### src/mes_pkg.sv
// shared types, constants and helpers for the meter energy and scaling block
// no dependencies; imported by every module under src
package mes_pkg;

  localparam int unsigned QueueDepth = 2;
  localparam int unsigned QPtrW      = $clog2(QueueDepth);
  localparam int unsigned QCntW      = $clog2(QueueDepth + 1);

  localparam int unsigned DivW = 40;
  localparam int unsigned DsrW = 24;
  localparam int unsigned DivCntW = $clog2(DivW + 1);

  typedef enum logic {
    CMD_PULSE  = 1'b0,
    CMD_SAMPLE = 1'b1
  } cmd_e;

  typedef enum logic [1:0] {
    CFG_VOLT_GAIN   = 2'd0,
    CFG_POWER_GAIN  = 2'd1,
    CFG_METER_CONST = 2'd2,
    CFG_SAVE_GAP    = 2'd3
  } cfg_idx_e;

  typedef struct packed {
    cmd_e        cmd;
    logic [23:0] raw_voltage;
    logic [31:0] raw_power;
  } in_item_t;

  typedef struct packed {
    logic [15:0] voltage;
    logic [31:0] power;
    logic [15:0] current;
    logic [31:0] energy;
    logic        save_now;
    logic [31:0] save_value;
  } out_item_t;

  typedef struct packed {
    logic [23:0] volt_gain;
    logic [23:0] power_gain;
    logic [15:0] meter_constant;
    logic [15:0] save_gap;
  } cfg_t;

  typedef struct packed {
    logic        is_sample;
    logic [23:0] raw_v;
    logic [34:0] rp10;
    logic [39:0] etot100;
    logic        save_now;
    logic [31:0] save_value;
  } job_t;

  typedef struct packed {
    logic                 start;
    logic [DivW-1:0]      dividend;
    logic [DsrW-1:0]      divisor;
    logic [DivCntW-1:0]   nbits;
  } div_req_t;

  typedef struct packed {
    logic            done;
    logic [DivW-1:0] quot;
  } div_rsp_t;

  function automatic logic [DsrW-1:0] nonzero24(input logic [DsrW-1:0] d);
    return (d == '0) ? DsrW'(1) : d;
  endfunction

endpackage

### src/meter_energy_and_scaling.sv
// Meter energy and scaling. Energy pulses and raw voltage/power samples enter on one
// valid/ready channel; each gives one result on the output channel. A pulse runs
// only energy, a sample up to all four, on one shared divider giving one quotient
// bit per cycle (24, 35, 36 and 40 steps for voltage, power, current and energy). A
// two-entry queue lets new items be taken while a division runs or a result waits.
// Configuration writes are accepted every cycle and should be made only while idle.
// depends on mes_pkg, mes_front, mes_queue, mes_back
module meter_energy_and_scaling (
  input  logic               clk_i,
  input  logic               rst_ni,
  input  logic               in_valid_i,
  output logic               in_ready_o,
  input  mes_pkg::in_item_t  in_item_i,
  output logic               out_valid_o,
  input  logic               out_ready_i,
  output mes_pkg::out_item_t out_item_o,
  input  logic               cfg_valid_i,
  output logic               cfg_ready_o,
  input  mes_pkg::cfg_idx_e  cfg_index_i,
  input  logic [23:0]        cfg_data_i
);
  import mes_pkg::*;

  cfg_t cfg_q;
  logic push, pop, full, empty;
  job_t job, head;

  assign cfg_ready_o = 1'b1;

  always_ff @(posedge clk_i or negedge rst_ni) begin
    if (!rst_ni) begin
      cfg_q.volt_gain      <= 24'd1;
      cfg_q.power_gain     <= 24'd1;
      cfg_q.meter_constant <= 16'd3200;
      cfg_q.save_gap       <= 16'd1;
    end else if (cfg_valid_i) begin
      unique case (cfg_index_i)
        CFG_VOLT_GAIN:   cfg_q.volt_gain      <= cfg_data_i;
        CFG_POWER_GAIN:  cfg_q.power_gain     <= cfg_data_i;
        CFG_METER_CONST: cfg_q.meter_constant <= cfg_data_i[15:0];
        CFG_SAVE_GAP:    cfg_q.save_gap       <= cfg_data_i[15:0];
        default: ;
      endcase
    end
  end

  mes_front u_front (
    .clk_i      (clk_i),
    .rst_ni     (rst_ni),
    .in_valid_i (in_valid_i),
    .in_ready_o (in_ready_o),
    .in_item_i  (in_item_i),
    .save_gap_i (cfg_q.save_gap),
    .full_i     (full),
    .push_o     (push),
    .job_o      (job)
  );

  mes_queue u_queue (
    .clk_i       (clk_i),
    .rst_ni      (rst_ni),
    .push_i      (push),
    .push_data_i (job),
    .full_o      (full),
    .pop_i       (pop),
    .empty_o     (empty),
    .head_o      (head)
  );

  mes_back u_back (
    .clk_i       (clk_i),
    .rst_ni      (rst_ni),
    .cfg_i       (cfg_q),
    .empty_i     (empty),
    .head_i      (head),
    .pop_o       (pop),
    .out_valid_o (out_valid_o),
    .out_ready_i (out_ready_i),
    .out_item_o  (out_item_o)
  );

  a_save_only_on_pulse: assert property (@(posedge clk_i) disable iff (!rst_ni)
    out_valid_o && out_item_o.save_now |->
      out_item_o.voltage == '0 && out_item_o.power == '0 && out_item_o.current == '0)
    else $error("save request on a sample result");

  a_save_value_clear: assert property (@(posedge clk_i) disable iff (!rst_ni)
    out_valid_o && !out_item_o.save_now |-> out_item_o.save_value == '0)
    else $error("save value without save request");

  a_current_needs_voltage: assert property (@(posedge clk_i) disable iff (!rst_ni)
    out_valid_o && out_item_o.current != '0 |-> out_item_o.voltage != '0)
    else $error("nonzero current with zero voltage");

endmodule

### src/mes_div.sv
// shared restoring divider, one quotient bit per cycle
// depends on mes_pkg
module mes_div (
  input  logic              clk_i,
  input  logic              rst_ni,
  input  mes_pkg::div_req_t req_i,
  output mes_pkg::div_rsp_t rsp_o
);
  import mes_pkg::*;

  logic               busy_q, done_q;
  logic [DivCntW-1:0] cnt_q;
  logic [DivW-1:0]    dq_q;
  logic [DsrW-1:0]    rem_q, dsr_q;

  logic [DsrW:0]   rem_sh;
  logic [DsrW+1:0] diff;
  logic            take;

  assign rem_sh = {rem_q, dq_q[DivW-1]};
  assign diff   = {1'b0, rem_sh} - {2'b0, dsr_q};
  assign take   = !diff[DsrW+1];

  always_ff @(posedge clk_i or negedge rst_ni) begin
    if (!rst_ni) begin
      busy_q <= 1'b0;
      done_q <= 1'b0;
      cnt_q  <= '0;
    end else begin
      done_q <= !req_i.start && busy_q && (cnt_q == DivCntW'(1));
      if (req_i.start) begin
        busy_q <= 1'b1;
        cnt_q  <= req_i.nbits;
      end else if (busy_q) begin
        cnt_q <= cnt_q - DivCntW'(1);
        if (cnt_q == DivCntW'(1)) begin
          busy_q <= 1'b0;
        end
      end
    end
  end

  always_ff @(posedge clk_i) begin
    if (req_i.start) begin
      dq_q  <= req_i.dividend;
      dsr_q <= req_i.divisor;
      rem_q <= '0;
    end else if (busy_q) begin
      dq_q  <= {dq_q[DivW-2:0], take};
      rem_q <= take ? diff[DsrW-1:0] : rem_sh[DsrW-1:0];
    end
  end

  assign rsp_o.done = done_q;
  assign rsp_o.quot = dq_q;

endmodule

### src/mes_queue.sv
// short job queue between the front and back parts
// depends on mes_pkg
module mes_queue (
  input  logic          clk_i,
  input  logic          rst_ni,
  input  logic          push_i,
  input  mes_pkg::job_t push_data_i,
  output logic          full_o,
  input  logic          pop_i,
  output logic          empty_o,
  output mes_pkg::job_t head_o
);
  import mes_pkg::*;

  job_t             mem_q [QueueDepth];
  logic [QPtrW-1:0] wr_ptr_q, rd_ptr_q;
  logic [QCntW-1:0] cnt_q;

  assign full_o  = (cnt_q == QCntW'(QueueDepth));
  assign empty_o = (cnt_q == '0);
  assign head_o  = mem_q[rd_ptr_q];

  always_ff @(posedge clk_i or negedge rst_ni) begin
    if (!rst_ni) begin
      wr_ptr_q <= '0;
      rd_ptr_q <= '0;
      cnt_q    <= '0;
    end else begin
      if (push_i) begin
        wr_ptr_q <= (wr_ptr_q == QPtrW'(QueueDepth - 1)) ? '0 : wr_ptr_q + QPtrW'(1);
      end
      if (pop_i) begin
        rd_ptr_q <= (rd_ptr_q == QPtrW'(QueueDepth - 1)) ? '0 : rd_ptr_q + QPtrW'(1);
      end
      if (push_i && !pop_i) begin
        cnt_q <= cnt_q + QCntW'(1);
      end else if (pop_i && !push_i) begin
        cnt_q <= cnt_q - QCntW'(1);
      end
    end
  end

  always_ff @(posedge clk_i) begin
    if (push_i) begin
      mem_q[wr_ptr_q] <= push_data_i;
    end
  end

endmodule

### src/mes_front.sv
// front part: accepts items, keeps the pulse counters, builds jobs
// depends on mes_pkg
module mes_front (
  input  logic             clk_i,
  input  logic             rst_ni,
  input  logic             in_valid_i,
  output logic             in_ready_o,
  input  mes_pkg::in_item_t in_item_i,
  input  logic [15:0]      save_gap_i,
  input  logic             full_i,
  output logic             push_o,
  output mes_pkg::job_t    job_o
);
  import mes_pkg::*;

  logic [31:0] saved_total_q, saved_total_d;
  logic [15:0] pending_q, pending_d;

  logic [15:0] gap, pend_inc;
  logic        fold;
  logic [32:0] fold_sum, total;
  logic [31:0] fold_total;
  logic [23:0] rv;
  logic [31:0] rp;
  logic        is_pulse;

  assign in_ready_o = !full_i;
  assign push_o     = in_valid_i && !full_i;
  assign is_pulse   = (in_item_i.cmd == CMD_PULSE);

  always_comb begin
    gap        = (save_gap_i == '0) ? 16'd1 : save_gap_i;
    pend_inc   = (pending_q == 16'hFFFF) ? pending_q : pending_q + 16'd1;
    fold       = (pend_inc >= gap);
    fold_sum   = {1'b0, saved_total_q} + {17'b0, pend_inc};
    fold_total = fold_sum[32] ? 32'hFFFF_FFFF : fold_sum[31:0];

    saved_total_d = saved_total_q;
    pending_d     = pending_q;
    if (is_pulse) begin
      if (fold) begin
        saved_total_d = fold_total;
        pending_d     = '0;
      end else begin
        pending_d = pend_inc;
      end
    end
    total = {1'b0, saved_total_d} + {17'b0, pending_d};

    rv = in_item_i.raw_voltage[23] ? '0 : in_item_i.raw_voltage;
    rp = in_item_i.raw_power[31] ? '0 : in_item_i.raw_power;

    job_o.is_sample  = !is_pulse;
    job_o.raw_v      = rv;
    job_o.rp10       = ({3'b0, rp} << 3) + ({3'b0, rp} << 1);
    job_o.etot100    = ({7'b0, total} << 6) + ({7'b0, total} << 5) + ({7'b0, total} << 2);
    job_o.save_now   = is_pulse && fold;
    job_o.save_value = (is_pulse && fold) ? fold_total : '0;
  end

  always_ff @(posedge clk_i or negedge rst_ni) begin
    if (!rst_ni) begin
      saved_total_q <= '0;
      pending_q     <= '0;
    end else if (push_o) begin
      saved_total_q <= saved_total_d;
      pending_q     <= pending_d;
    end
  end

endmodule

### src/mes_back.sv
// back part: runs the scaling divisions on the shared divider, holds the result
// depends on mes_pkg and mes_div
module mes_back (
  input  logic               clk_i,
  input  logic               rst_ni,
  input  mes_pkg::cfg_t      cfg_i,
  input  logic               empty_i,
  input  mes_pkg::job_t      head_i,
  output logic               pop_o,
  output logic               out_valid_o,
  input  logic               out_ready_i,
  output mes_pkg::out_item_t out_item_o
);
  import mes_pkg::*;

  typedef enum logic [2:0] {
    ST_IDLE,
    ST_VOLT,
    ST_POWER,
    ST_CURR,
    ST_ENERGY,
    ST_DONE
  } state_e;

  state_e      state_q;
  logic        launched_q;
  job_t        job_q;
  logic [15:0] v_q, i_q;
  logic [31:0] p_q, e_q;
  logic        out_valid_q;
  out_item_t   out_q;

  div_req_t    req;
  div_rsp_t    rsp;
  logic [35:0] p10;

  mes_div u_div (
    .clk_i  (clk_i),
    .rst_ni (rst_ni),
    .req_i  (req),
    .rsp_o  (rsp)
  );

  assign p10   = ({4'b0, p_q} << 3) + ({4'b0, p_q} << 1);
  assign pop_o = (state_q == ST_IDLE) && !empty_i;

  always_comb begin
    req = '0;
    unique case (state_q)
      ST_VOLT: begin
        req.start    = !launched_q;
        req.dividend = {job_q.raw_v, 16'b0};
        req.divisor  = nonzero24(cfg_i.volt_gain);
        req.nbits    = DivCntW'(24);
      end
      ST_POWER: begin
        req.start    = !launched_q;
        req.dividend = {job_q.rp10, 5'b0};
        req.divisor  = nonzero24(cfg_i.power_gain);
        req.nbits    = DivCntW'(35);
      end
      ST_CURR: begin
        req.start    = !launched_q && (v_q != '0);
        req.dividend = {p10, 4'b0};
        req.divisor  = {8'b0, v_q};
        req.nbits    = DivCntW'(36);
      end
      ST_ENERGY: begin
        req.start    = !launched_q;
        req.dividend = job_q.etot100;
        req.divisor  = nonzero24({8'b0, cfg_i.meter_constant});
        req.nbits    = DivCntW'(40);
      end
      default: req = '0;
    endcase
  end

  always_ff @(posedge clk_i or negedge rst_ni) begin
    if (!rst_ni) begin
      state_q     <= ST_IDLE;
      launched_q  <= 1'b0;
      out_valid_q <= 1'b0;
      job_q       <= '0;
      v_q         <= '0;
      p_q         <= '0;
      i_q         <= '0;
      e_q         <= '0;
      out_q       <= '0;
    end else begin
      if (out_valid_q && out_ready_i && (state_q != ST_DONE)) begin
        out_valid_q <= 1'b0;
      end
      if (req.start) begin
        launched_q <= 1'b1;
      end
      unique case (state_q)
        ST_IDLE: begin
          if (!empty_i) begin
            job_q   <= head_i;
            v_q     <= '0;
            p_q     <= '0;
            i_q     <= '0;
            state_q <= head_i.is_sample ? ST_VOLT : ST_ENERGY;
          end
        end
        ST_VOLT: begin
          if (rsp.done) begin
            v_q        <= rsp.quot[15:0];
            launched_q <= 1'b0;
            state_q    <= ST_POWER;
          end
        end
        ST_POWER: begin
          if (rsp.done) begin
            p_q        <= (rsp.quot[39:32] != '0) ? 32'hFFFF_FFFF : rsp.quot[31:0];
            launched_q <= 1'b0;
            state_q    <= ST_CURR;
          end
        end
        ST_CURR: begin
          if (v_q == '0) begin
            i_q     <= '0;
            state_q <= ST_ENERGY;
          end else if (rsp.done) begin
            i_q        <= (rsp.quot[39:16] != '0) ? 16'hFFFF : rsp.quot[15:0];
            launched_q <= 1'b0;
            state_q    <= ST_ENERGY;
          end
        end
        ST_ENERGY: begin
          if (rsp.done) begin
            e_q        <= (rsp.quot[39:32] != '0) ? 32'hFFFF_FFFF : rsp.quot[31:0];
            launched_q <= 1'b0;
            state_q    <= ST_DONE;
          end
        end
        ST_DONE: begin
          if (!out_valid_q || out_ready_i) begin
            out_q.voltage    <= v_q;
            out_q.power      <= p_q;
            out_q.current    <= i_q;
            out_q.energy     <= e_q;
            out_q.save_now   <= job_q.save_now;
            out_q.save_value <= job_q.save_value;
            out_valid_q      <= 1'b1;
            state_q          <= ST_IDLE;
          end
        end
        default: state_q <= ST_IDLE;
      endcase
    end
  end

  assign out_valid_o = out_valid_q;
  assign out_item_o  = out_q;

endmodule
### config.mk
export PLATFORM = sky130hd
export DESIGN_NAME = meter_energy_and_scaling
export DESIGN_NICKNAME = d
export VERILOG_FILES = /design/src/mes_pkg.sv /design/src/meter_energy_and_scaling.sv /design/src/mes_div.sv /design/src/mes_queue.sv /design/src/mes_front.sv /design/src/mes_back.sv
export SDC_FILE = /design/constraint.sdc
export NUM_CORES = 2
export LEC_CHECK = 0
export BUFFER_PORTS_ARGS = -buffer_cell sky130_fd_sc_hd__buf_4
export CORE_AREA = 10 10 310 312
export CTS_CLUSTER_SIZE = 10
export DETAILED_ROUTE_END_ITERATION = 8
export DIE_AREA = 0 0 320 322
export PLACE_DENSITY = 0.78
export SETUP_SLACK_MARGIN = 0.05
export SLEW_MARGIN = 20
export SYNTH_ARGS = -nofsm -noshare
export SYNTH_HDL_FRONTEND = slang
export SYNTH_HIERARCHICAL = 1
export SYNTH_SLANG_ARGS = --single-unit
export TNS_END_PERCENT = 100
### constraint.sdc
create_clock -name clk_i -period 14.3 [get_ports clk_i]
set_input_delay 0 -clock clk_i [delete_from_list [all_inputs] [get_ports clk_i]]
set_output_delay 0 -clock clk_i [all_outputs]
set_load 0.005 [all_outputs]
# Yosys cells after proc, flatten, opt, wreduce, memory -nomap -nowiden
# Memories as Yosys holds them, arrays and structs flattened.
# Cells that the tools add are included.
# Widths: inputs -> output; s select.
word_totals:
  register_bits: 590
  latch_bits: 0
  ramBits: 264
  mem_bits_ro: 0
  input_bits: 88
  out_inout_bits: 132
  word_cells: 170
  n_memories: 1
mem_list:
  columns: ["name", "depth", "word_bits", "read_ports", "rd_clocked_by_memory_dff", "write_ports", "line_no", "source"]
  rows:
  - ["u_queue.mem_q", 2, 132, 1, 0, 1, "mes_queue.sv:15", "job_t mem_q [QueueDepth];"]
op_classes:
  addsub: 13
  mul: 0
  div: 0
  magnitude_cmp: 1
  eq_ne: 18
  shift: 0
  muxes: 55
  bitwise_logic: 2
  reduce_logical: 47
op_table:
  columns: ["operator", "n"]
  rows:
  - ["$pmux 71 s4", 1]
  - ["$mux 32", 7]
  - ["$mux 16", 10]
  - ["$mux 40", 2]
  - ["$mux 24", 3]
  - ["$add 32x16->33", 2]
  - ["$pmux 16 s2", 2]
  - ["$pmux 32 s2", 1]
  - ["$logic_not 16->1", 3]
  - ["$logic_not 24->1", 2]
  - ["$add 39x38->40", 1]
  - ["$add 40x35->40", 1]
  - ["$add 35x33->36", 1]
  - ["$add 35x33->35", 1]
  - ["$mux 31", 1]
  - ["$sub 25x24->26", 1]
  - ["$mux 3", 8]
  - ["$reduce_bool 24->1", 1]
  - ["$mux 23", 1]
  - ["$pmux 3 s6", 1]
  - ["$add 16x1->16 const B", 1]
  - ["$eq 16x16->1 const B", 1]
  - ["$ge 16x16->1", 1]
  - ["$reduce_bool 16->1", 1]
  - ["30 further kinds", 82]

# Logic depth before layout (Yosys ltp)
depth:
  ltp_word: 9
  mapped_depth: 43
  ltp_nobuf: 42

# Modules after synthesis
# Netlist, hierarchy kept.
by_module_without_submodules:
  columns: ["module", "n_inst", "cells_each", "area_per_inst_um2", "seq_area_each_um2"]
  rows:
  - ["mes_back", 1, 1449, 16794.9, 9058.7]
  - ["mes_queue", 1, 430, 10022.1, 8087.8]
  - ["mes_front", 1, 1258, 9604.2, 1201.2]
  - ["mes_div", 1, 463, 5201.2, 2602.5]
  - ["meter_energy_and_scaling", 1, 172, 3036.7, 2009.4]

# Worst setup path before layout
# Ideal clock, no wire load.
synth_timing:
  path_kind: "register -> register"
  startpoint: "reg u_front.pending_q[3]"
  endpoint: "mem u_queue/mem_q[0][71] in the netlist's numbering (data pin)"
  setup_ps: 261
  arrival_ps: 8976
  t_required_ps: 14039
  setup_slack_ps: 5063
  stages_incl_launch_ff: 41
  path_buffers: 1
  synth_period_minus_slack_ps: 9237
  cell_sequence: "dfrtp_1 and3_1 nand3_1 or2_2 nor3_1 nor2_1 and3_1 and3_1 xor2_1 ha_1 nand4_1 or3_1 o221ai_2 o21a_1 clkbuf_1 nor2_1 o21ai_0 o31ai_1 [... 5 more ...] o21a_1 nor2_1 xnor2_1 inv_1 fa_1 inv_1 ha_1 a21o_1 a21o_1 a21oi_1 o21ai_0 a311o_1 a31oi_1 o211ai_1 a21oi_1 o211ai_1 a221o_1 xor2_1"
synth_lines:
  columns: ["item", "line_no", "source"]
  rows:
  - ["start: declaration", "mes_front.sv:17", "logic [15:0] pending_q, pending_d;"]
  - ["start signal: assignment", "mes_front.sv:67", "pending_q <= pending_d;"]
  - ["end: declaration", "mes_queue.sv:15", null]

==> results.json <==
{
  "rr_worst_depth": 40,
  "switchingPower_mw": 3.31,
  "drive_gt1_share_pct": 23.6,
  "hold_class": "in2reg",
  "slowest_stage": "fa_1",
  "insertion_delay_ns": 0.68,
  "die_x_um": 320,
  "port-buffer-count": 218,
  "grt_pass1_vias": 30499,
  "syn_to_final_growth_pct": 13.6,
  "seq_area_frac_synth_pct": 51.4,
  "antenna_found_initial": 2,
  "fmax_mhz": 94.7,
  "holdBufCountCts": 69,
  "crit_type": "reg2reg",
  "fin_cells": 5263,
  "n_fill_cell": 7262,
  "skew_ns": 0.0279,
  "rsz0062_at_grt": "false",
  "wire_per_inst_um": 20.7,
  "maxCapViolations": 0,
  "synth_enable_flop_cells": 330,
  "synth_cell_type_count": 111,
  "clkPwrFrac_pct": 23.3,
  "ctsResizeCount": 0,
  "io_pins": 220,
  "dp_cells": 5025,
  "place_hpwl_um": 75500,
  "place.gp.congestion": 0.904,
  "finalNetCount": 4314,
  "numCtsBuffers": 97,
  "synth_top_area_share_pct": 27.8,
  "cp_max_fo": 9,
  "clock_sinks": 856,
  "r2r_end": "u_queue/mem_q[1][71]",
  "p_leak_nw": 22.2,
  "holdPathEnd": "u_queue/mem_q[1][96]",
  "cp_data_arrival_time_ns": 10.98,
  "yosys_warnings": 6,
  "p_int_mw": 6.38,
  "report.final.slew_viol_count": 0,
  "crit_required_ns": 14.72,
  "reg2reg_from": "u_front/pending_q[3]",
  "critPathLaunchType": "flip-flop",
  "syn_inst": 3772,
  "initial_core_util_pct": 49.8,
  "drt_iter0_drc": 2832,
  "min_period_over_period_pct": 73.8,
  "grt.overflow.total": 0,
  "placementRows": 110,
  "grt_max_degree": 88,
  "reg2reg_slack_ns": 3.74,
  "wirelength_um": 109000,
  "pwr_density_cell_mw_per_mm2": 191,
  "ys_ff_latch": 856,
  "min_period_ns": 10.56,
  "p_seq_share_pct": 42.2,
  "firstDrtPassIters": 7,
  "final_common_cell": "dfrtp_1",
  "async_flop_share_pct": 58.6,
  "synth_area_leaders": "dfrtp_1 28%, edfxtp_1 22%, mux2_2 12%",
  "syn_area_per_cell_sq_um": 11.8,
  "outcome": "complete, no violations",
  "finalSetupViolCount": 0,
  "hold_depth": 4,
  "tns_ns": 0,
  "htreeDepth": 3,
  "num_vias": 30607,
  "postCtsSetupBuffers": 0,
  "holdCritStartpoint": "in_item_i[20]",
  "vias_per_cell": 5.82,
  "worst_pin_slew_ns": 1.07,
  "core_sq_mm": 0.0896,
  "grt_usage_pct": 20.7,
  "clock_path_buffers": 3,
  "grt_pass1_wl_um": 172000,
  "hold_violations": 0,
  "ir_worst_vdd_mv": 0.114,
  "layout_common_cells": "494 x dfrtp_1, 466 x mux2_2, 330 x edfxtp_1, 309 x nand2_1, 247 x buf_4",
  "ant_nets": 0,
  "netlist_area_sq_mm": 0.0447,
  "clk_pin_slew_ns": 0.06,
  "slowest_delay_ns": 0.54,
  "power.share.switching_pct": 34.2,
  "endpoint_kind": "flip-flop",
  "worst_path_most_repeated_cell": "a21o_1",
  "cts_tree": "done",
  "drc": 0,
  "die_area_sq_mm": 0.103,
  "ys.flop_type": "dfrtp_1",
  "cts_root_buffer": "clkbuf_16",
  "die_y_um": 322,
  "p_comb_share_pct": 34.5,
  "max_slew_margin_pct": 28.9,
  "synth_top_area_cell": "dfrtp_1"
}
-- kinds of logic after synthesis --
group,count (synthesis),share of synthesized area (%)
AO/OA/AOI/OAI,786,11.6
adder cells (fa/ha/maj),209,6.28
XOR/XNOR,186,3.65
other,2,0.0168
buffers and inverters,299,3.08
multiplexers,556,14.5
AND/OR/NAND/NOR,878,9.51
flip-flops,856,51.4
-- how the worst max path moves through the flow --
stage          depth (start not counted)              endpoint            startpoint
3_3_place_gp                          37  u_queue/mem_q[0][71]  u_front/pending_q[3]
4_1_cts                               37  u_queue/mem_q[1][71]  u_front/pending_q[3]
3_5_place_dp                          37  u_queue/mem_q[0][71]  u_front/pending_q[3]
6_report                              40  u_queue/mem_q[1][71]  u_front/pending_q[3]
5_1_grt                               37  u_queue/mem_q[1][71]  u_front/pending_q[3]
2_1_floorplan                         40  u_queue/mem_q[0][71]  u_front/pending_q[3]
-- worst max-delay path, delay by kind of cell (launching register included) --
| family | cells | cell delay, ns |
|---|---|---|
| XOR/XNOR | 3 | 0.62 |
| AND/OR/NAND/NOR | 13 | 3.19 |
| flip-flops | 1 | 0.46 |
| buffers and inverters | 2 | 0.17 |
| adder cells (fa/ha/maj) | 5 | 1.87 |
| AO/OA/AOI/OAI | 17 | 3.98 |
-- registers in the layout (all words and copies together), names as in the netlist, 16 cells and up --
signal                 count
cfg_q                     80
u_back/p_q                32
u_back/out_item_o        129
u_front/saved_total_q     32
u_back/u_div/dq_q         40
u_back/i_q                16
u_back/u_div/dsr_q        24
u_back/job_q             132
u_front/pending_q         16
u_back/e_q                32
u_back/u_div/rem_q        24
u_back/v_q                16
u_queue/mem_q            266
-- cell type report --
| cell class | count | area [sq um] | share of cell area, % |
|---|---|---|---|
| Antenna cell | 1 | 2.50 | 0.00493 |
| Clock buffer | 159 | 2700 | 5.33 |
| Clock inverter | 9 | 148 | 0.291 |
| Inverter | 125 | 469 | 0.925 |
| Multi-Input combinational cell | 2620 | 20400 | 40.2 |
| Sequential cell | 856 | 23000 | 45.3 |
| Tap cell | 1176 | 1470 | 2.90 |
| Timing Repair Buffer | 317 | 2580 | 5.08 |
-- Yosys cell counts (all sizes together), types with 86 or more instances --
library cell	number
a21o	90
a21oi	204
buf	86
dfrtp	496
edfxtp	330
ha	184
inv	123
mux2	530
nand2	311
nor2	210
o21ai	187
xnor2	116
-- stage by stage --
| step | hold slack, ns | instance area [sq um] | power, mW | setup slack (ns) | utilization [%] |
|---|---|---|---|---|---|
| floorplan | -0.296 | 44700 | 6.32 | 5.06 | - |
| global placement | 0.0826 | 47200 | 7.31 | 4.21 | 52.6 |
| detailed placement | 0.0838 | 47200 | 7.43 | 3.90 | 52.6 |
| CTS | 0.0330 | 50700 | 9.74 | 3.87 | 56.6 |
| global route | 0.0800 | 50700 | 10.2 | 2.93 | 56.6 |
| finish | 0.0750 | 50700 | 9.69 | 3.74 | 56.6 |
-- power by group through the flow --
| stage | Combinational [mW] | Clock [mW] | Sequential [mW] |
|---|---|---|---|
| final | 3.35 | 2.26 | 4.09 |
| after global routing | 3.66 | 2.41 | 4.17 |
| after CTS | 3.36 | 2.30 | 4.08 |
| after detailed placement | 3.31 | 0 | 4.11 |
| after global placement | 3.24 | 0 | 4.08 |
| after floorplan | 2.44 | 0 | 3.88 |
-- routing by layer --
layer / track usage, % / up-vias / share of wire [%]
met1: 27.0 / 15136 / 43
met4: 8.42 / 2 / 3.9
met5: 0 / - / 0.0064
met3: 3.07 / 241 / 5.5
met2: 34.2 / 982 / 48
li1: - / 14246 / -
(Power assumes the default switching activity.)
